$ cat src/rtl/core/scs_ram.sv
`default_nettype none

module scs_ram #(
    parameter int WIDTH = 8,
    parameter int DEPTH = 16
) (
    input  wire logic                     clk,
    input  wire logic                     we,
    input  wire logic [$clog2(DEPTH)-1:0] waddr,
    input  wire logic [WIDTH-1:0]         wdata,
    input  wire logic [$clog2(DEPTH)-1:0] raddr,
    output logic      [WIDTH-1:0]         rdata
);

    logic [WIDTH-1:0] mem [DEPTH];

    // one write port, one registered read port
    always_ff @(posedge clk)
    begin
        if (we)
        begin
            mem[waddr] <= wdata;
        end
        rdata <= mem[raddr];
    end

endmodule

`default_nettype wire

$ cat config.mk
export PLATFORM = sky130hd
export DESIGN_NAME = scs_ram
export DESIGN_NICKNAME = d
export VERILOG_FILES = /design/src/rtl/core/scs_ram.sv
export SDC_FILE = /design/constraint.sdc
export NUM_CORES = 1
export LEC_CHECK = 0
export ABC_AREA = 1
export BUFFER_PORTS_ARGS = -buffer_cell sky130_fd_sc_hd__buf_2
export CAP_MARGIN = 20
export CORE_MARGIN = 5
export CORE_UTILIZATION = 55
export DETAILED_ROUTE_END_ITERATION = 10
export GPL_ROUTABILITY_DRIVEN = 0
export PLACE_DENSITY_LB_ADDON = 0.3
export SLEW_MARGIN = 30
export SYNTH_ARGS = -nofsm -noshare
export SYNTH_HDL_FRONTEND = slang
export SYNTH_SLANG_ARGS = --single-unit
$ cat constraint.sdc
create_clock -name clk -period 1.1 [get_ports clk]
set_input_delay 0.055 -clock clk [delete_from_list [all_inputs] [get_ports clk]]
set_output_delay 0.055 -clock clk [all_outputs]
set_load 0.1 [all_outputs]
**After elaboration in Yosys (flattened, before gate mapping)**

Memories as Yosys holds them, arrays and structs flattened. A register that Yosys moved wholly into a read port is not among the register bits.
Index checks and enable logic that the tools add are counted.

- Register bits after elaboration: 0
- Bits in latches: 0
- RAM bits: 128
- Memory bits (read-only): 0
- Input bits: 18
- Output and inout bits: 8
- Word-level logic and storage cells: 3
- Memories kept: 1

- $add $sub $neg: 0
- Multiply operators: 0
- Div/mod/pow operators: 0
- Magnitude comparators: 0
- Equal/unequal tests: 0
- Shift-type cells: 0
- Multiplexer cells: 2
- Bitwise logic cells: 0
- Reduce and logical (&&, ||, !) cells: 0

Memories:

| name | depth | bits a word | rd ports | clocked after memory_dff | write ports | RTL line | source |
|---|---|---|---|---|---|---|---|
| mem | 16 | 8 | 1 | 1 | 1 | 15 | `logic [WIDTH-1:0] mem [DEPTH];` |

Operators by type and width:

| operator | count |
|---|---|
| 1-bit 2-to-1 mux | 2 |

**Longest topological paths before layout**

- Word-level depth: 2
- Mapped depth: 8
- Mapped depth without buffers: 7

**Worst setup path after synthesis**

OpenSTA, ideal clock, no wires.

- Kind: input to register
- From: in waddr[3]
- To: mem mem[4][0], enable pin
- Setup time: 370 ps
- Arrival time: 636 ps
- Data required time: 730 ps
- Slack: 94 ps
- Stages on the path: 2
- Path buffers: 0
- Cells stage by stage: nand3b_1 > nor2_1

RTL lines:

| what | RTL line | source |
|---|---|---|
| start, declared | 9 | `input wire logic [$clog2(DEPTH)-1:0] waddr,` |
| end, declared | 15 |  |

Straight into the memory's write port.

**Final worst setup path**

- From: reg rdata[1] (read register of mem)
- To: out rdata[1]

RTL lines:

| what | RTL line | source |
|---|---|---|
| start, declared | 12 | `output logic [WIDTH-1:0] rdata` |

No word-level cell between the ends.

==> run_results.csv <==
group,metric,value,unit
sta,hold_viol,0,
floorplan,initial_core_util,56.1,%
floorplan,std_cell_rows,37,
synthesis,synth_nets,569,
sta,skew,6.87,ps
floorplan,die_h,112,um
min_path,hold_class,"primary input to register",
worst_setup_path,required,1040,ps
worst_setup_path,worstPathCellList,"buf_12",
layout,fillers,760,
layout,fin_util,67.9,%
power_and_ir_drop,power.total,0.0126,W
placement,dp_hpwl,7730,um
sta,fmax,899,MHz
layout,postLayoutCellArea,0.00698,sq mm
power_and_ir_drop,switching_share,23.3,%
global_routing,grt_pass1_vias,3954,
worst_setup_path,worst-path-max-fanout,1,
cts,insertion_delay,510,ps
placement,placed_cell_area,0.00627,sq mm
outcome,violations,"setup timing",
sta,maxSlewHeadroom,74.9,%
sta,min_period_over_period,101,%
cts,clock_sinks,136,
cts,clk_path_buf_depth,2,
power_and_ir_drop,intPower,0.00962,W
power_and_ir_drop,power_frac_seq,46.7,%
layout,drive_gt1_share,15.0,%
sta,tns,-17.3,ps
cts,root_buffer,"clkbuf_8",
floorplan,dieArea,0.0126,sq mm
floorplan,boundaryPins,26,
floorplan,core,0.0103,sq mm
synthesis,yosys.area_share.simple,21.0,%
global_routing,overflow,0,
global_routing,use_met3,4.64,%
sta,grt_setup_unrepaired,"true",
cts,cts_tree,"done",
synthesis,synth-xor-area-share,0,%
detailed_routing,via_per_inst,5.25,
cts,cts_made_buffers,17,
layout,area_growth,21.1,%
global_routing,top_usage_layer,"met2",
power_and_ir_drop,power.switching,0.00293,W
cts,clkTransAtPathRegs,60,ps
synthesis,synth_top_family_by_area,"simple AND/OR/NAND/NOR gates",
sta,report.final.slew_viol_count,0,
worst_setup_path,slowest_delay,370,ps
global_routing,antenna_found_initial,0,
synthesis,synthMuxAreaShare,0,%
global_routing,met2_usage,35.7,%
detailed_routing,drtIter0Drc,304,
global_routing,grt_max_degree,65,
sta,finalSetupViolCount,2,
power_and_ir_drop,ir_worst_vdd,0.950,mV
worst_setup_path,crit_family,"flip-flops",
power_and_ir_drop,p_comb_share,8.8,%
synthesis,yosysUniqueCellTypes,12,
sta,worst_pin_slew,376,ps
synthesis,synth_fa_ha_area_share,0,%
power_and_ir_drop,p_leak,3.04,nW
cts,htree_levels,4,
detailed_routing,drc,0,
sta,layout_setup_ws,-12.1,ps
outcome,status,"complete, but fails checks",
worst_setup_path,crit_slowest_cell,"dfxtp_2",
synthesis,ys_ff_latch,136,
detailed_routing,postRouteAntennaNets,0,
detailed_routing,drt-pass1-iter-count,5,
worst_setup_path,crit_type,"register to primary output",
synthesis,netlist_instances,551,
detailed_routing,wl_per_cell,16.6,um
worst_setup_path,crit_buf_inv,1,
global_routing,grt.total_usage,21.2,%
synthesis,synth_seq_area_share,69.4,%
synthesis,syn-cell-area,0.00577,sq mm
detailed_routing,drt-total-wl,12500,um
job,max-cap-violations,0,
worst_setup_path,cp-start-kind,"register",
cts,post_cts_buffers,0,
power_and_ir_drop,powerDensity,1800,mW/mm^2
worst_setup_path,critPathArrivalTime,1060,ps
synthesis,ys_warn_count,0,
synthesis,syn_area_per_cell,10.5,sq um
floorplan,die_x,112,um
synthesis,synth_compound_area_share,0,%
sta,hold_ws,17.1,ps
global_routing,use_met1,27.1,%
layout,diodes,0,
sta,layout_min_cycle_time,1110,ps
placement,io_buffers,25,
worst_setup_path,cp-end-kind,"primary output",
detailed_routing,num_vias,3971,
global_routing,grt_pass1_wl,20300,um
power_and_ir_drop,clockPowerShare,44.5,%
layout,nets,625,
-- registers in the layout, summed over array words and instances (netlist names) --
register,count
mem,128
rdata,8
-- per-stage QoR --
| step | std cells | setup slack [ps] |
|---|---|---|
| floorplan | 551 | 94.2 |
| global placement | 714 | 0.652 |
| detailed placement | 714 | -33.9 |
| CTS | 756 | -24.9 |
| global route | 756 | -38.4 |
| finish | 756 | -12.1 |
-- path summary, 6_finish.rpt --
kind	start	to	slack (ps)	cells past startpoint
worst max-delay path	rdata[1]	rdata[1]	-10	1
worst min-delay path	raddr[1]	rdata[1]	20	5
worst max register to register	mem[1][5]	rdata[5]	30	6
worst min register to register	mem[12][5]	rdata[5]	670	6
-- cell usage after synthesis --
| master | count | area [sq um] |
|---|---|---|
| nand2_1 | 173 | 649 |
| edfxtp_1 | 128 | 3840 |
| inv_1 | 100 | 375 |
| nand3_1 | 97 | 485 |
| nor2_1 | 17 | 63.8 |
| buf_2 | 13 | 65.1 |
| dfxtp_1 | 8 | 160 |
| buf_6 | 6 | 67.6 |
| buf_4 | 4 | 30.0 |
| inv_2 | 2 | 7.51 |
| nand3b_1 | 2 | 15.0 |
| buf_1 | 1 | 3.75 |
-- layout by cell type, fill, tap and decap left out, types with 2 or more instances in the layout --
cell type	instances
inv_6	4
bufinv_16	3
clkinv_2	2
clkbuf_16	16
dfxtp_2	8
nand2_1	173
inv_2	2
clkinvlp_4	3
inv_1	100
buf_2	17
nor2_1	17
nand3b_1	2
nand3_1	95
dlygate4sd3_1	10
nand3_2	2
clkinv_1	2
buf_12	13
buf_4	21
edfxtp_1	128
-- layout make-up --
class	instances	area (sq um)	area share (%)
clock buffers	17	414	5.93
clock inverters	15	174	2.49
inverters	102	383	5.48
multi-input cells	289	1220	17.5
flip-flops and latches	136	4010	57.5
well taps	136	170	2.44
repair buffers	61	603	8.64
-- layer usage --
layer  share of wire (%)  vias to the layer above
met1                  41                     1907
met5                   0                        -
met2                  51                      155
met4                 2.0                        0
li1                    -                     1885
met3                 6.6                       24
-- power groups by stage --
stage | clock [W] | combinational (W) | sequential (W)
final | 0.00559 | 0.00111 | 0.00586
after CTS | 0.00563 | 0.00111 | 0.00586
after detailed placement | 0 | 0.00107 | 0.00596
after global placement | 0 | 0.00105 | 0.00595
after floorplan | 0 | 0.000409 | 0.00617
after global routing | 0.00590 | 0.00119 | 0.00587
-- cell families after synthesis --
| kind of cell | after synthesis |
|---|---|
| buffers and inverters | 126 |
| flip-flops | 136 |
| AND/OR/NAND/NOR | 289 |
-- worst reg2reg max path: cells and delay by family, from the launching register on --
| family | cells | cell delay (ps) |
|---|---|---|
| buffers and inverters | 1 | 70 |
| flip-flops | 1 | 370 |
| AND/OR/NAND/NOR | 5 | 530 |
-- what timing repair did --
action,in CTS,in global routing
hold buffers,10,0
gates cloned,0,0
resized for setup,8,2
endpoints found under the hold margin,136,0
endpoints found under the setup margin,8,10
No activity file was read; power rests on OpenSTA's default activity.
